===== config.mk =====
export PLATFORM = sky130hd
export DESIGN_NAME = csa_ram
export DESIGN_NICKNAME = d
export VERILOG_FILES = /design/src/rtl/csa_ram.sv
export SDC_FILE = /design/constraint.sdc
export NUM_CORES = 1
export LEC_CHECK = 0
export BUFFER_PORTS_ARGS = -buffer_cell sky130_fd_sc_hd__buf_2
export CORE_MARGIN = 2
export CORE_UTILIZATION = 45
export CTS_BUF_LIST = sky130_fd_sc_hd__clkbuf_16
export DETAILED_ROUTE_END_ITERATION = 7
export GPL_ROUTABILITY_DRIVEN = 0
export PLACE_DENSITY_LB_ADDON = 0.1
export SYNTH_ARGS = -nofsm -noshare
export SYNTH_HDL_FRONTEND = slang
export SYNTH_SLANG_ARGS = --single-unit

===== constraint.sdc =====
create_clock -name clock -period 5.2 [get_ports clock]
set_input_delay 0.78 -clock clock [delete_from_list [all_inputs] [get_ports clock]]
set_output_delay 0.78 -clock clock [all_outputs]
set_load 0.1 [all_outputs]

===== src/rtl/csa_ram.sv =====
// Generic simple dual-port RAM, one write and one registered read port.
// No dependencies.
`timescale 1ns / 1ps

module csa_ram #(
   parameter int WIDTH = 8,
   parameter int DEPTH = 16
) (
   input  logic                     clock,
   input  logic                     we,
   input  logic [$clog2(DEPTH)-1:0] waddr,
   input  logic [WIDTH-1:0]         wdata,
   input  logic [$clog2(DEPTH)-1:0] raddr,
   output logic [WIDTH-1:0]         rdata
);

   logic [WIDTH-1:0] mem_ff [DEPTH];
   logic [WIDTH-1:0] rdata_ff;

   always_ff @(posedge clock) begin
      if (we) begin
         mem_ff[waddr] <= wdata;
      end
      rdata_ff <= mem_ff[raddr];
   end

   assign rdata = rdata_ff;

endmodule


# [After elaboration in Yosys (flattened, before gate mapping)]
# Memory sizes are Yosys's and may differ from the RTL's. A register that Yosys moved wholly into a read port is not among the register bits.
# Cells that the tools add are included.
[word_totals] reg_bits=0 latch_bits=0 ramBits=128 rom_bits=0 inputBits=18 output_inout_bits=8 wordCells=3 memories=1
[classes] addsub=0 n_mul=0 div=0 magnitude_cmp=0 n_eq_ne=0 n_shift=0 muxes=2 bitwise_logic=0 n_reduce_logical=0
[mem_list] memory="mem_ff" words=16 width=8 rd=1 rd_ports_with_merged_regs=1 wr=1 line_no="17" text="logic [WIDTH-1:0] mem_ff [DEPTH];"
[ops] operator="1-bit 2-to-1 mux" n=2

# [Logic depth before layout (Yosys ltp)]
[logic_depth] depth_word=2 depth_mapped=5 depth_no_buf=3

# [Least setup slack after synthesis]
# Ideal clock, no wire load.
[synth_path] path_kind="input-to-reg" start="input port waddr[2]" end="memory mem_ff[0][0], enable pin" setup_ns=0.383 arrival_time_ns=1.890 t_required_ns=4.817 slack_ns=2.927 cell_stages=2 n_path_buf=0 cell_sequence="or3b_2 nor3_1"
[synth_rtl] element="from (decl)" line_no="11" text="input logic [$clog2(DEPTH)-1:0] waddr,"
[synth_rtl] element="to (decl)" line_no="17"
# No word-level cell before the write port.

==> run_results.csv <==
group,metric,value,unit
floorplanning,initial_utilization,0.4567,
timing,tightestPinTransition,1.152,ns
synth,syn_avg_cell_area,22.48,um2
synth,synth.yosys.warnings,0,
timing,max_freq,420.0,MHz
timing,period_minus_slack,2.381,ns
floorplanning,die_width,111.0,um
timing,rsz0062_at_grt,"no",
clock_tree,cts_setup_buffers,0,
power,swShare,0.2099,
clock_tree,cts_buffers,17,
synth,ys.flop_type,"edfxtp_1",
clock_tree,hold_buffers,0,
detailed_routing,postRouteAntennaNets,0,
final_layout,final.fill_count,882,
synth,yosysTopAreaCell,"edfxtp_1",
final_layout,diodes,0,
worst_setup_path,crit_path_max_fanout,32,
worst_setup_path,start_kind,"input port",
worst_setup_path,cp-startpoint,"raddr[0]",
synth,async_reset_ff_frac,0,
power,comb_power_share,0.060,
floorplanning,dieArea,0.01231,mm2
grt,overflow,0,
worst_setup_path,rr_worst_depth,3,
worst_setup_path,critPathCaptureType,"register",
clock_tree,numClockSinks,136,
floorplanning,core_area,0.01127,mm2
synth,synth-seq-cells,136,
final_layout,drive_gt1_frac,0.2832,
synth,ys_top_cells_by_count,"edfxtp_1, mux4_2, a22oi_1, mux4_1, nor2_1",
worst_setup_path,crit-reg2reg-launch,"mem_ff[10][4]",
detailed_routing,wl_per_cell,22.87,um
worst_hold_path,hold_path_class,"register to register",
synth,synthTopCellsByArea,"edfxtp_1, mux4_2, mux4_1",
timing,hold_violations,0,
worst_hold_path,hold_path_depth,3,
grt,grtUsageTotal,0.1727,
status,status,"finished clean",
clock_tree,cts.htree.levels,4,
synth,post-synth-top-count-cell,"edfxtp_1",
job,maxCapViolCount,0,
power,pwr_density_cell,435.0,mW/mm2
power,p_int,2.063,mW
clock_tree,clkTransAtPathRegs,0.05,ns
worst_setup_path,critPathCapture,"rdata[4]",
synth,syn_nets,247,
clock_tree,cts_tree,"built",
synth,synth_top_area_share,0.7467,
synth,ys_seq_area_frac,0.7778,
detailed_routing,route.detailed.drc,0,
timing,setup_viol,0,
timing,fin_skew,0.003506,ns
worst_setup_path,reg2reg_to,"rdata[4]",
final_layout,instances_no_fill,422,
clock_tree,clkLatencyLatePin,0.41,ns
worst_setup_path,crit_arrival,2.67,ns
power,leakage,2.003,nW
synth,syn_inst,229,
clock_tree,max-clock-path-buffers,2,
power,vdd_drop_max,0.2492,mV
timing,slew_viol_final,0,
synth,synth-edff-count,128,
worst_setup_path,reg2reg_setup_slack,3.82,ns
final_layout,nets,284,
detailed_routing,dr.pass1.iters,4,
timing,timing.setup.tns,0,ns
worst_setup_path,crit_type,"input port to register",
clock_tree,ctsRootBufferMaster,"clkbuf_16",
power,finalPower,2.611,mW
floorplanning,chipHeight,111.0,um
timing,slew_headroom,0.2289,
grt,grt_pass1_wl,14840,um
power,power_frac_seq,0.473,
clock_tree,cts_resized,0,
synth,yosysUniqueCellTypes,19,
placement,dp_hpwl,5755,um
final_layout,area_growth,16.60,%
timing,final.period_utilization,0.4579,
placement,dp_slack,2.311,ns
timing,hold_ws,0.6757,ns
worst_setup_path,required,5.49,ns
grt,antenna_found_initial,0,
floorplanning,io_pins,26,
timing,fin_ws,2.819,ns
detailed_routing,via_per_inst,5.543,
placement,io_buffers,25,
placement,dp_cells,390,
detailed_routing,drt-total-wl,9651,um
grt,grt_pass1_vias,2456,
power,clockPowerShare,0.467,
floorplanning,num_rows,39,
power,switching_power,0.5479,mW
detailed_routing,routed-via-count,2339,
synth,synth_area,0.005147,mm2
grt,grt_max_degree,33,
detailed_routing,drt_iter0_drc,122,
[state kept, by name, indices dropped and copies added (netlist names)]
register,cells
mem_ff,128
rdata,8
[metal layers]
| metal | up-vias | track usage | share of wire | wire (um) |
|---|---|---|---|---|
| li1 | 1051 | - | - | - |
| met1 | 1213 | 0.2373 | 0.45 | 4340 |
| met2 | 57 | 0.2589 | 0.49 | 4684 |
| met3 | 18 | 0.05358 | 0.049 | 473 |
| met4 | 0 | 0.07250 | 0.016 | 152 |
| met5 | - | 0 | 0 | 0 |
[worst min path at each step]
| stage | endpoint | slack, ns | start |
|---|---|---|---|
| after floorplan | rdata[0] | 0.63 | mem_ff[7][0] |
| after global placement | rdata[3] | 0.66 | mem_ff[15][3] |
| after detailed placement | rdata[3] | 0.66 | mem_ff[14][3] |
| after CTS | rdata[3] | 0.68 | mem_ff[14][3] |
| after global routing | rdata[7] | 0.70 | mem_ff[15][7] |
| final | rdata[3] | 0.68 | mem_ff[14][3] |
[area by class of cell]
class | count | area (um2) | share of cell area
clock inverter | 15 | 183.9 | 0.03064
tap | 143 | 178.9 | 0.02981
clock buffer | 17 | 425.4 | 0.07088
sequential | 136 | 4004 | 0.6671
timing repair buffer | 28 | 147.6 | 0.02460
multi-input combinational | 83 | 1062 | 0.1770
[cells in the final DEF, fill, tap and decap left out]
cell type   Yosys  routed
a22oi_1        16      16
and2_1          1       1
and2b_1         1       1
buf_2           3      25
buf_4           1       3
bufinv_16       0       4
clkbuf_16       0      17
clkinv_1        0       1
clkinv_2        0       6
clkinvlp_4      0       4
dfxtp_1         8       8
edfxtp_1      128     128
mux4_1         14      14
mux4_2         18      18
nand2_1         9       9
nand2b_1        2       2
nand3_1         1       1
nand3b_1        2       2
nor2_1         13      13
nor2b_1         1       1
nor3_1          4       3
nor3_2          0       1
or3b_2          1       1
[stage by stage]
| stage | instance area, um2 | utilization |
|---|---|---|
| 5_1_grt | 6002 | 0.5325 |
| 3_3_place_gp | 5393 | 0.4784 |
| 2_1_floorplan | 5147 | - |
| 4_1_cts | 6002 | 0.5325 |
| 6_report | 6002 | 0.5325 |
| 3_5_place_dp | 5393 | 0.4784 |
[power by group through the flow]
stage | registers, mW | logic [mW] | clock network [mW]
5_1_grt | 1.24 | 0.169 | 1.29
3_3_place_gp | 1.26 | 0.160 | 0
3_5_place_dp | 1.26 | 0.161 | 0
4_1_cts | 1.23 | 0.161 | 1.24
6_report | 1.23 | 0.157 | 1.22
2_1_floorplan | 1.31 | 0.0622 | 0
[critical path: stages]
cell and delay, ns:
buf_2 0.79, mux4_1 0.65, a22oi_1 0.31, nand2_1 0.11
[kinds of logic after synthesis]
kind of cell           count (synthesis)  synth area share
DFF                                  136            0.7778
AOI/OAI and AO/OA                     16           0.02334
and+or+nand+nor                       35           0.03184
muxes                                 32            0.1502
buffers and inverters                 10           0.01677
(Power assumes the default switching activity.)
