--- src/rtl/csa_pkg.sv ---
// Package for the contiguous segment allocator: sizes, codes, entry layout
// and the structs passed between the controller, RAM and top level. No deps.
`timescale 1ns / 1ps

package csa_pkg;

   localparam int MEM_UNITS  = 256;
   localparam int OWNER_BITS = 8;

   localparam int IDX_W      = $clog2(MEM_UNITS);
   localparam int CNT_W      = $clog2(MEM_UNITS + 1);
   localparam int SIZE_W     = CNT_W;

   // fixed port field widths
   localparam int OPC_W      = 1;
   localparam int ID_W       = 8;
   localparam int REQ_SIZE_W = 9;
   localparam int START_W    = 8;
   localparam int STATUS_W   = 2;
   localparam int FIT_W      = 2;
   localparam int CMP_W      = (SIZE_W > REQ_SIZE_W) ? SIZE_W : REQ_SIZE_W;

   typedef enum logic [OPC_W-1:0] {
      OP_ALLOC = 1'b0,
      OP_FREE  = 1'b1
   } opcode_type;

   typedef enum logic [FIT_W-1:0] {
      FIT_FIRST = 2'd0,
      FIT_NEXT  = 2'd1,
      FIT_BEST  = 2'd2,
      FIT_WORST = 2'd3
   } fit_type;

   typedef enum logic [STATUS_W-1:0] {
      ST_OK       = 2'd0,
      ST_NO_HOLE  = 2'd1,
      ST_NO_OWNER = 2'd2,
      ST_ZERO     = 2'd3
   } status_type;

   typedef enum logic [2:0] {
      S_INIT,
      S_IDLE,
      S_SCAN,
      S_DECIDE,
      S_SHIFT,
      S_WR_NEW,
      S_RESP
   } state_type;

   typedef struct packed {
      logic [IDX_W-1:0]      start;
      logic [SIZE_W-1:0]     size;
      logic                  used;
      logic [OWNER_BITS-1:0] owner;
   } entry_type;

   localparam int ENTRY_W = $bits(entry_type);

   typedef struct packed {
      opcode_type            opcode;
      logic [OWNER_BITS-1:0] owner;
      logic [REQ_SIZE_W-1:0] size;
   } req_type;

   typedef struct packed {
      status_type           status;
      logic [START_W-1:0]   start;
   } res_type;

   typedef struct packed {
      logic             we;
      logic [IDX_W-1:0] waddr;
      entry_type        wdata;
      logic [IDX_W-1:0] raddr;
   } mem_req_type;

endpackage

--- src/rtl/csa_ctrl.sv ---
// Sequencer of the segment allocator: table scan, decision, entry shifting.
// Depends on csa_pkg; drives the segment table RAM through mem_req.
`timescale 1ns / 1ps

module csa_ctrl (
   input  logic                  clock,
   input  logic                  reset,
   input  logic                  req_valid,
   output logic                  req_ready,
   input  csa_pkg::req_type      req_data,
   input  csa_pkg::fit_type      strategy,
   output logic                  res_valid,
   input  logic                  res_ready,
   output csa_pkg::res_type      res_data,
   output csa_pkg::mem_req_type  mem_req,
   input  csa_pkg::entry_type    mem_rdata
);
   import csa_pkg::*;

   state_type             state_ff, state_in;
   logic [CNT_W-1:0]      count_ff, count_in;
   logic [IDX_W-1:0]      nfp_ff, nfp_in;
   opcode_type            op_ff, op_in;
   logic [OWNER_BITS-1:0] owner_ff, owner_in;
   logic [CMP_W-1:0]      size_ff, size_in;
   logic [CNT_W-1:0]      base_ff, base_in;
   logic [CNT_W-1:0]      k_ff, k_in;
   logic                  rd_vld_ff, rd_vld_in;
   logic [IDX_W-1:0]      rd_idx_ff, rd_idx_in;
   logic                  found_ff, found_in;
   logic [IDX_W-1:0]      pick_idx_ff, pick_idx_in;
   entry_type             pick_e_ff, pick_e_in;
   entry_type             prev_e_ff, prev_e_in;
   entry_type             last_e_ff, last_e_in;
   entry_type             next_e_ff, next_e_in;
   logic                  want_next_ff, want_next_in;
   logic                  has_next_ff, has_next_in;
   entry_type             new_e_ff, new_e_in;
   logic [IDX_W-1:0]      new_idx_ff, new_idx_in;
   logic [CNT_W-1:0]      sh_rd_ff, sh_rd_in;
   logic [CNT_W-1:0]      sh_left_ff, sh_left_in;
   logic                  sh_up_ff, sh_up_in;
   logic [1:0]            sh_dist_ff, sh_dist_in;
   res_type               res_ff, res_in;

   always_ff @(posedge clock) begin
      if (reset) begin
         state_ff  <= S_INIT;
         count_ff  <= CNT_W'(1);
         nfp_ff    <= '0;
         rd_vld_ff <= 1'b0;
      end else begin
         state_ff  <= state_in;
         count_ff  <= count_in;
         nfp_ff    <= nfp_in;
         rd_vld_ff <= rd_vld_in;
      end
   end

   always_ff @(posedge clock) begin
      op_ff        <= op_in;
      owner_ff     <= owner_in;
      size_ff      <= size_in;
      base_ff      <= base_in;
      k_ff         <= k_in;
      rd_idx_ff    <= rd_idx_in;
      found_ff     <= found_in;
      pick_idx_ff  <= pick_idx_in;
      pick_e_ff    <= pick_e_in;
      prev_e_ff    <= prev_e_in;
      last_e_ff    <= last_e_in;
      next_e_ff    <= next_e_in;
      want_next_ff <= want_next_in;
      has_next_ff  <= has_next_in;
      new_e_ff     <= new_e_in;
      new_idx_ff   <= new_idx_in;
      sh_rd_ff     <= sh_rd_in;
      sh_left_ff   <= sh_left_in;
      sh_up_ff     <= sh_up_in;
      sh_dist_ff   <= sh_dist_in;
      res_ff       <= res_in;
   end

   always_comb begin
      logic [CNT_W:0]    scan_sum;
      logic              fit;
      logic              take;
      entry_type         e;
      logic [CNT_W-1:0]  i_c;
      logic [CNT_W-1:0]  p1;
      logic [CNT_W-1:0]  n;
      logic [CNT_W-1:0]  c2;
      logic [CNT_W-1:0]  src;
      logic [CNT_W-1:0]  newc;
      logic [SIZE_W-1:0] rest;
      logic [SIZE_W-1:0] msize;
      logic              mr;
      logic              ml;
      logic [1:0]        d;

      state_in     = state_ff;
      count_in     = count_ff;
      nfp_in       = nfp_ff;
      op_in        = op_ff;
      owner_in     = owner_ff;
      size_in      = size_ff;
      base_in      = base_ff;
      k_in         = k_ff;
      rd_vld_in    = 1'b0;
      rd_idx_in    = rd_idx_ff;
      found_in     = found_ff;
      pick_idx_in  = pick_idx_ff;
      pick_e_in    = pick_e_ff;
      prev_e_in    = prev_e_ff;
      last_e_in    = last_e_ff;
      next_e_in    = next_e_ff;
      want_next_in = want_next_ff;
      has_next_in  = has_next_ff;
      new_e_in     = new_e_ff;
      new_idx_in   = new_idx_ff;
      sh_rd_in     = sh_rd_ff;
      sh_left_in   = sh_left_ff;
      sh_up_in     = sh_up_ff;
      sh_dist_in   = sh_dist_ff;
      res_in       = res_ff;
      req_ready    = 1'b0;
      res_valid    = 1'b0;
      mem_req      = '0;
      e            = mem_rdata;
      scan_sum     = '0;
      fit          = 1'b0;
      take         = 1'b0;
      i_c          = CNT_W'(pick_idx_ff);
      p1           = i_c + CNT_W'(1);
      n            = CNT_W'(nfp_ff);
      c2           = count_ff;
      src          = '0;
      newc         = count_ff;
      rest         = '0;
      msize        = '0;
      mr           = 1'b0;
      ml           = 1'b0;
      d            = 2'd0;

      unique case (state_ff)
         S_INIT: begin
            // table starts as one free segment over all of memory
            mem_req.we          = 1'b1;
            mem_req.waddr       = '0;
            mem_req.wdata       = '0;
            mem_req.wdata.size  = SIZE_W'(MEM_UNITS);
            state_in            = S_IDLE;
         end

         S_IDLE: begin
            req_ready = 1'b1;
            if (req_valid) begin
               op_in        = req_data.opcode;
               owner_in     = req_data.owner;
               size_in      = CMP_W'(req_data.size);
               base_in      = (req_data.opcode == OP_ALLOC && strategy == FIT_NEXT) ?
                              CNT_W'(nfp_ff) : '0;
               k_in         = '0;
               found_in     = 1'b0;
               want_next_in = 1'b0;
               has_next_in  = 1'b0;
               if (req_data.opcode == OP_ALLOC && req_data.size == '0) begin
                  res_in   = '{status: ST_ZERO, start: '0};
                  state_in = S_RESP;
               end else begin
                  state_in = S_SCAN;
               end
            end
         end

         S_SCAN: begin
            if (k_ff < count_ff) begin
               scan_sum = {1'b0, base_ff} + {1'b0, k_ff};
               if (scan_sum >= {1'b0, count_ff}) begin
                  scan_sum = scan_sum - {1'b0, count_ff};
               end
               mem_req.raddr = IDX_W'(scan_sum);
               rd_vld_in     = 1'b1;
               rd_idx_in     = IDX_W'(scan_sum);
               k_in          = k_ff + CNT_W'(1);
            end else if (!rd_vld_ff) begin
               state_in = S_DECIDE;
            end
            if (rd_vld_ff) begin
               if (op_ff == OP_FREE) begin
                  if (!found_ff && e.used && e.owner == owner_ff) begin
                     found_in     = 1'b1;
                     pick_idx_in  = rd_idx_ff;
                     pick_e_in    = e;
                     prev_e_in    = last_e_ff;
                     want_next_in = 1'b1;
                  end else if (want_next_ff) begin
                     next_e_in    = e;
                     has_next_in  = 1'b1;
                     want_next_in = 1'b0;
                  end
               end else begin
                  fit  = !e.used && (CMP_W'(e.size) >= size_ff);
                  take = fit && (!found_ff ||
                         (strategy == FIT_BEST  && e.size < pick_e_ff.size) ||
                         (strategy == FIT_WORST && e.size > pick_e_ff.size));
                  if (take) begin
                     found_in    = 1'b1;
                     pick_idx_in = rd_idx_ff;
                     pick_e_in   = e;
                  end
               end
               last_e_in = e;
            end
         end

         S_DECIDE: begin
            if (!found_ff) begin
               res_in   = '{status: (op_ff == OP_FREE) ? ST_NO_OWNER : ST_NO_HOLE,
                            start: '0};
               state_in = S_RESP;
            end else if (op_ff == OP_ALLOC) begin
               rest          = pick_e_ff.size - SIZE_W'(size_ff);
               mem_req.we    = 1'b1;
               mem_req.waddr = pick_idx_ff;
               mem_req.wdata = '{start: pick_e_ff.start, size: SIZE_W'(size_ff),
                                 used: 1'b1, owner: owner_ff};
               newc = count_ff + ((rest != '0) ? CNT_W'(1) : CNT_W'(0));
               if (rest != '0 && n >= p1) begin
                  n = n + CNT_W'(1);
               end
               if (strategy == FIT_NEXT) begin
                  n = (p1 < newc) ? p1 : '0;
               end
               nfp_in     = IDX_W'(n);
               count_in   = newc;
               new_e_in   = '{start: pick_e_ff.start + IDX_W'(size_ff), size: rest,
                              used: 1'b0, owner: '0};
               new_idx_in = IDX_W'(p1);
               sh_up_in   = 1'b1;
               sh_dist_in = 2'd1;
               sh_rd_in   = count_ff - CNT_W'(1);
               sh_left_in = count_ff - p1;
               res_in     = '{status: ST_OK, start: START_W'(pick_e_ff.start)};
               if (rest == '0) begin
                  state_in = S_RESP;
               end else if (count_ff != p1) begin
                  state_in = S_SHIFT;
               end else begin
                  state_in = S_WR_NEW;
               end
            end else begin
               mr    = has_next_ff && !next_e_ff.used;
               ml    = (pick_idx_ff != '0) && !prev_e_ff.used;
               d     = {1'b0, mr} + {1'b0, ml};
               msize = pick_e_ff.size + (mr ? next_e_ff.size : '0) +
                       (ml ? prev_e_ff.size : '0);
               mem_req.we    = 1'b1;
               mem_req.waddr = ml ? (pick_idx_ff - IDX_W'(1)) : pick_idx_ff;
               mem_req.wdata = '{start: ml ? prev_e_ff.start : pick_e_ff.start,
                                 size: msize, used: 1'b0, owner: '0};
               // pointer follows the same deletions as the table, right one first
               if (mr) begin
                  if (n > p1) begin
                     n = n - CNT_W'(1);
                  end else if (n == p1 && p1 >= count_ff - CNT_W'(1)) begin
                     n = '0;
                  end
                  c2 = count_ff - CNT_W'(1);
               end
               if (ml) begin
                  if (n > i_c) begin
                     n = n - CNT_W'(1);
                  end else if (n == i_c && i_c >= c2 - CNT_W'(1)) begin
                     n = '0;
                  end
               end
               nfp_in     = IDX_W'(n);
               count_in   = count_ff - CNT_W'(d);
               src        = p1 + CNT_W'(mr);
               sh_up_in   = 1'b0;
               sh_dist_in = d;
               sh_rd_in   = src;
               sh_left_in = (d != 2'd0) ? (count_ff - src) : '0;
               res_in     = '{status: ST_OK, start: START_W'(pick_e_ff.start)};
               state_in   = (d != 2'd0 && count_ff != src) ? S_SHIFT : S_RESP;
            end
         end

         S_SHIFT: begin
            if (sh_left_ff != '0) begin
               mem_req.raddr = IDX_W'(sh_rd_ff);
               rd_vld_in     = 1'b1;
               rd_idx_in     = IDX_W'(sh_rd_ff);
               sh_rd_in      = sh_up_ff ? (sh_rd_ff - CNT_W'(1)) : (sh_rd_ff + CNT_W'(1));
               sh_left_in    = sh_left_ff - CNT_W'(1);
            end else if (!rd_vld_ff) begin
               state_in = (op_ff == OP_ALLOC) ? S_WR_NEW : S_RESP;
            end
            if (rd_vld_ff) begin
               mem_req.we    = 1'b1;
               mem_req.waddr = sh_up_ff ? (rd_idx_ff + IDX_W'(1))
                                        : (rd_idx_ff - IDX_W'(sh_dist_ff));
               mem_req.wdata = mem_rdata;
            end
         end

         S_WR_NEW: begin
            mem_req.we    = 1'b1;
            mem_req.waddr = new_idx_ff;
            mem_req.wdata = new_e_ff;
            state_in      = S_RESP;
         end

         S_RESP: begin
            res_valid = 1'b1;
            if (res_ready) begin
               state_in = S_IDLE;
            end
         end

         default: begin
            state_in = S_IDLE;
         end
      endcase
   end

   assign res_data = res_ff;

   // table never empty, never more segments than units
   assert property (@(posedge clock) disable iff (reset)
      count_ff != '0 && count_ff <= CNT_W'(MEM_UNITS))
      else $error("segment count out of range");

   // next-fit pointer always names a live segment between requests
   assert property (@(posedge clock) disable iff (reset)
      state_ff == S_IDLE |-> CNT_W'(nfp_ff) < count_ff)
      else $error("next-fit pointer past table end");

   // no read left in flight once a request is finished
   assert property (@(posedge clock) disable iff (reset)
      state_ff == S_IDLE |-> !rd_vld_ff)
      else $error("stray table read in idle");

   // errors report address zero
   assert property (@(posedge clock) disable iff (reset)
      res_valid && res_ff.status != ST_OK |-> res_ff.start == '0)
      else $error("nonzero start on error result");

endmodule

--- config.mk ---
export PLATFORM = sky130hd
export DESIGN_NAME = csa_ctrl
export DESIGN_NICKNAME = d
export VERILOG_FILES = /design/src/rtl/csa_pkg.sv /design/src/rtl/csa_ctrl.sv
export SDC_FILE = /design/constraint.sdc
export NUM_CORES = 1
export LEC_CHECK = 0
export BUFFER_PORTS_ARGS = -buffer_cell sky130_fd_sc_hd__buf_2
export CAP_MARGIN = 30
export CELL_PAD_IN_SITES_DETAIL_PLACEMENT = 1
export CELL_PAD_IN_SITES_GLOBAL_PLACEMENT = 1
export CORE_UTILIZATION = 49
export DETAILED_ROUTE_END_ITERATION = 10
export PLACE_DENSITY_LB_ADDON = 0.12
export SLEW_MARGIN = 20
export SYNTH_ARGS = -nofsm -noshare
export SYNTH_HDL_FRONTEND = slang
export SYNTH_SLANG_ARGS = --single-unit
--- constraint.sdc ---
create_clock -name clock -period 7.64 [get_ports clock]
set_input_delay 1.146 -clock clock [delete_from_list [all_inputs] [get_ports clock]]
set_output_delay 1.146 -clock clock [all_outputs]
set_load 0.02 [all_outputs]
; ---- Word level (Yosys, flattened, before mapping)
; Index checks and enable logic that the tools add are counted.
[op_classes]
n_addsub = 25
order_cmp = 11
eq_ne = 31
muxes = 94
bitwise = 3
reduce_logical = 49
[ops]
columns = cell, n
row1 = two-way mux 9 bit, 22
row2 = two-way mux 8 bit, 19
row3 = case mux 35 bit (4 select lines), 1
row4 = two-way mux 26 bit, 3
row5 = two-way mux 35 bit, 2
row6 = case mux 9 bit (2 select lines), 3
row7 = subtractor 9 x 1 -> 9 bit (second input constant), 4
row8 = two-way mux 34 bit, 1
row9 = case mux 8 bit (2 select lines), 2
row10 = two-way mux 10 bit, 3
row11 = != test 2 bit (second input constant), 14
row12 = less-than comparator 9 bit, 3
row13 = two-way mux 3 bit, 9
row14 = subtractor 9 bit, 3
row15 = case mux 10 bit (2 select lines), 1
row16 = two-way mux 1 bit, 19
row17 = adder 9 x 1 -> 9 bit, 2
row18 = adder 9 x 1 -> 9 bit (second input constant), 2
row19 = adder 9 bit, 2
row20 = greater-or-equal comparator 8 x 9 -> 1 bit, 2
row21 = greater-or-equal comparator 9 bit, 2
row22 = logical NOT 9 bit, 2
row23 = != test 9 bit, 2
row24 = case mux 3 bit (6 select lines), 1
row25 = other kinds (40), 89
[totals]
ff_bits = 195
inputBits = 50
out_inout_bits = 55

; ---- Longest topological paths before layout
[logic_depth]
ltp_word = 15
ltp_mapped = 24

; ---- Worst setup path after synthesis
; Ideal clock, no wire load.
[synth_timing]
kind = reg-to-reg
start = register size_ff[0]
end = register nfp_ff[5]
arrival_time_ns = 5.655
path_slack_ns = 1.899
stages_incl_launch_ff = 22
path_buffers = 0
synth_period_minus_slack_ns = 5.741
cell_sequence = edfxtp_1 -> ha_1 -> fa_1 -> inv_1 -> or3_1 -> a221o_1 -> o21bai_1 -> a2111oi_0 -> inv_1 -> ha_1 -> ha_1 -> nand3_1 -> nor3_1 -> and3_1 -> xnor2_1 -> ha_1 -> o2111ai_1 -> a21oi_1 -> a2111oi_0 -> a221o_1 -> nand2_1 -> a221oi_2
[synth_via]
elab_chain_len = 8
word_cells_on_any_way = 11
classes_between = 2 x add/sub / 1 x order compare / 4 x mux / 4 x reduce/logical
[synth_lines]
columns = item, line_no
row1 = "start, declared", csa_ctrl.sv:25  ; logic [CMP_W-1:0] size_ff, size_in;
row2 = "start signal, assigned", csa_ctrl.sv:63  ; size_ff <= size_in;
row3 = subtractor 9 bit (*), csa_ctrl.sv:223  ; rest = pick_e_ff.size - SIZE_W'(size_ff);
row4 = nonzero test 9 bit (*), "csa_ctrl.sv:228, csa_ctrl.sv:229"
row5 = two-way mux 1 bit, csa_ctrl.sv:228  ; newc = count_ff + ((rest != '0) ? CNT_W'(1) : CNT_W'(0));
row6 = adder 9 x 1 -> 9 bit, csa_ctrl.sv:228
row7 = less-than comparator 9 bit, csa_ctrl.sv:233  ; n = (p1 < newc) ? p1 : '0;
row8 = two-way mux 8 bit, csa_ctrl.sv:233
row9 = two-way mux 8 bit, csa_ctrl.sv:232  ; if (strategy == FIT_NEXT) begin
row10 = two-way mux 8 bit, csa_ctrl.sv:222  ; end else if (op_ff == OP_ALLOC) begin
row11 = "end signal, assigned", csa_ctrl.sv:55  ; nfp_ff <= nfp_in;
row12 = "end, declared", csa_ctrl.sv:22  ; logic [IDX_W-1:0] nfp_ff, nfp_in;
; Mark *: on every way between the ends. The rest lies on a longest branch, timed or not.
; A chain may end at the register's enable or synchronous reset.

; ---- Worst setup path after layout
[layout_timing]
start = register count_ff[1]
end = register nfp_ff[4]
[layout_via]
elab_chain_len = 15
word_cells_on_any_way = 27
classes_between = 4 x add/sub / 4 x order compare / 1 x eq/ne / 16 x mux / 2 x reduce/logical
[layout_lines]
columns = item, line_no
row1 = "start, declared", csa_ctrl.sv:21  ; logic [CNT_W-1:0] count_ff, count_in;
row2 = "start signal, assigned", csa_ctrl.sv:54  ; count_ff <= count_in;
row3 = branches (longest 14 deep; another with subtractor 9 x 1 -> 9 bit), n/a
row4 = two-way mux 8 bit (*), csa_ctrl.sv:222
; Mark *: on every way between the ends. The select of a mux whose other input is x is not followed.

==> flow_summary_export.csv <==
group,metric,value,unit
routing,drt-initial-drc-count,1042,
grt,grt_max_degree,50,
synth,synth_seq_area_share,0.3705,
clock_tree,cts_max_path_buffers,2,
synth,yosys.area.top_type_share,0.3426,
grt,grt_pass1_vias,13490,
power,p_total,4.027,mW
routing,postRouteAntennaNets,0,
sta,fin_crit_sh,0.8501,
routing,post_drt_via_cell_ratio,6.356,
critical_path,crit_path_end_kind,"flop",
worst_hold_path,min_path_type,"reg -> reg",
floorplanning,core,0.02995,mm²
place,io_buffers,104,
power,ir_drop,0.0002368,V
finish,multiInputGateArea,0.008791,mm²
floorplanning,dieWidth,177.4,µm
critical_path,required,8010,ps
floorplanning,rows,63,
synth,synth_nets,1785,
sta,setup_viol,0,
power,p_per_area,242.2,mW/mm²
critical_path,path_class,"reg -> reg",
routing,routedWlPerCell,25.13,µm
floorplanning,dieArea,0.03147,mm²
synth,ys_top_cells_by_area,"edfxtp_1, ha_1, xnor2_1",
synth,synth.largest_area_cell,"edfxtp_1",
routing,dr_total_vias,13030,
critical_path,arrival,6870,ps
floorplanning,io_pins,105,
routing,routed_wirelength,51530,µm
sta,fmax,154.0,MHz
sta,finalHoldViolations,0,
clock_tree,cts_buffers,17,
critical_path,cp_max_fo,13,
sta,fin_crit,6495,ps
floorplanning,die_y,177.4,µm
clock_tree,cts_tree,"done",
sta,tightest_slew,869.0,ps
sta,relSlewSlack,0.4207,
routing,drtPass1Iterations,5,
clock_tree,post_cts_resized,0,
finish,diodes,0,
grt,grt_usage,0.3352,
finish,drive_gt1_frac,0.1211,
sta,rsz0062_at_grt,"false",
synth,yosysMostFrequentCell,"edfxtp_1",
power,power_leakage,6.627,nW
synth,synth_commonest_cells,"edfxtp_1, ha_1, nor2_1, inv_1, xnor2_1",
synth,synth_flop_cell,"edfxtp_1",
synth,synth_warnings,0,
grt,grt_pass1_wl,78530,µm
flow_run,drv_cap,0,
synth,netlist_area,0.01508,mm²
synth,async_reset_ff_frac,0,
grt,antenna_found_initial,1,
finish,finalNetCount,1866,
clock_tree,clkLatencyLatePin,470,ps
clock_tree,hold_buffers,0,
finish,area_growth_syn_to_layout,10.28,%
sta,setup_tns,0,ps
sta,slew_viol_final,0,
critical_path,start_kind,"flop",
clock_tree,cts_root_buf,"clkbuf_16",
grt,grt.overflow.total,0,
routing,drc,0,
floorplanning,start_util,0.5033,
synth,synth_seq_cells,193,
synth,synth-edff-count,172,
status,outcome,"completed",
clock_tree,cts_sinks,193,
finish,seqCellArea,0.005585,mm²
synth,yosysUniqueCellTypes,87,
clock_tree,clkSlewWorstSetupHoldPaths,80,ps
finish,fillers,3411,
clock_tree,post_cts.repair.setup_buffers,0,
synth,syn_avg_cell_area,9.627,µm²
place,post-dp-hpwl,39260,µm
sta,clock-skew-final,19.12,ps
place,place_congestion,0.9362,
synth,syn_inst,1566,
clock_tree,cts_htree_levels,4,
==> path summary, 6_finish.rpt <==
check,slack [ps],cells past startpoint,start,to
worst max-delay path,1150,20,count_ff[1],nfp_ff[4]
worst min-delay path,420,0,last_e_ff[23],prev_e_ff[23]
worst max register to register,1150,20,count_ff[1],nfp_ff[4]
worst min register to register,420,0,last_e_ff[23],prev_e_ff[23]
==> report_power, final <==
group	switching, mW	internal [mW]	total (mW)
logic	1.04	0.637	1.68
registers	0.118	1.31	1.42
clock network	0.446	0.478	0.923
total	1.61	2.42	4.03
==> state kept, by name, indices dropped and copies added, names as in the netlist, 10 cells and up <==
register,flops
next_e_ff,10
last_e_ff,18
new_e_ff,17
prev_e_ff,18
res_data,10
pick_e_ff,17
==> cell type report <==
cell class | count | area share
multi-input combinational | 1185 | 0.5287
sequential | 193 | 0.3359
timing repair buffer | 129 | 0.04365
tap | 390 | 0.02935
clock buffer | 22 | 0.02792
inverter | 121 | 0.02732
clock inverter | 10 | 0.007074
==> cell usage in the layout, fill, tap and decap left out, types with 21 or more instances in the layout <==
cell / instances
a21oi_1: 93
and2_1: 25
buf_2: 105
buf_4: 23
dfxtp_1: 21
edfxtp_1: 172
ha_1: 151
inv_1: 118
nand2_1: 94
nand3_1: 41
nor2_1: 136
nor3_1: 36
o21ai_0: 67
xnor2_1: 101
xor2_1: 25
==> critical path: stages (launching register included) <==
cell and delay, ps:
dfxtp_1 770, inv_1 280, ha_1 370, nor3b_4 230, xnor2_1 290, ha_1 310, nand2b_1 80, a21oi_1 80
o311a_1 340, nor3b_1 620, o21ai_1 270, and4_1 300, nor2_1 170, ha_1 280, a2111oi_0 420, a21oi_1 120
o21ai_0 420, a21oi_1 220, o2111ai_1 200, mux2_2 370, a311oi_1 250
==> cells by family after synthesis <==
group / after synthesis / synth area share
flip-flops: 193 / 0.3705
AO/OA/AOI/OAI: 391 / 0.1810
buffers and inverters: 188 / 0.04863
adder cells (fa/ha/maj): 169 / 0.1492
multiplexers: 29 / 0.02033
AND/OR/NAND/NOR: 470 / 0.1571
XOR/XNOR: 126 / 0.07320
==> metrics by stage <==
stage	worst slack, ps	hold WS, ps	cell area (µm²)	util	cells
floorplan	1899	400.3	15080	-	1566
global placement	1576	400.8	16000	0.5343	2015
detailed placement	1308	406.1	16040	0.5356	2018
CTS	1256	420.4	16630	0.5551	2050
global route	661.0	427.9	16630	0.5551	2050
finish	1145	416.9	16630	0.5551	2050
==> metal layers <==
metal  wire (µm)  track usage  up-vias
met2       24810       0.5633      480
li1            -            -     5960
met4        2157       0.1574        2
met5          10            0        -
met3        3101      0.05184      102
met1       21440       0.4215     6485
(Power assumes the default switching activity.)
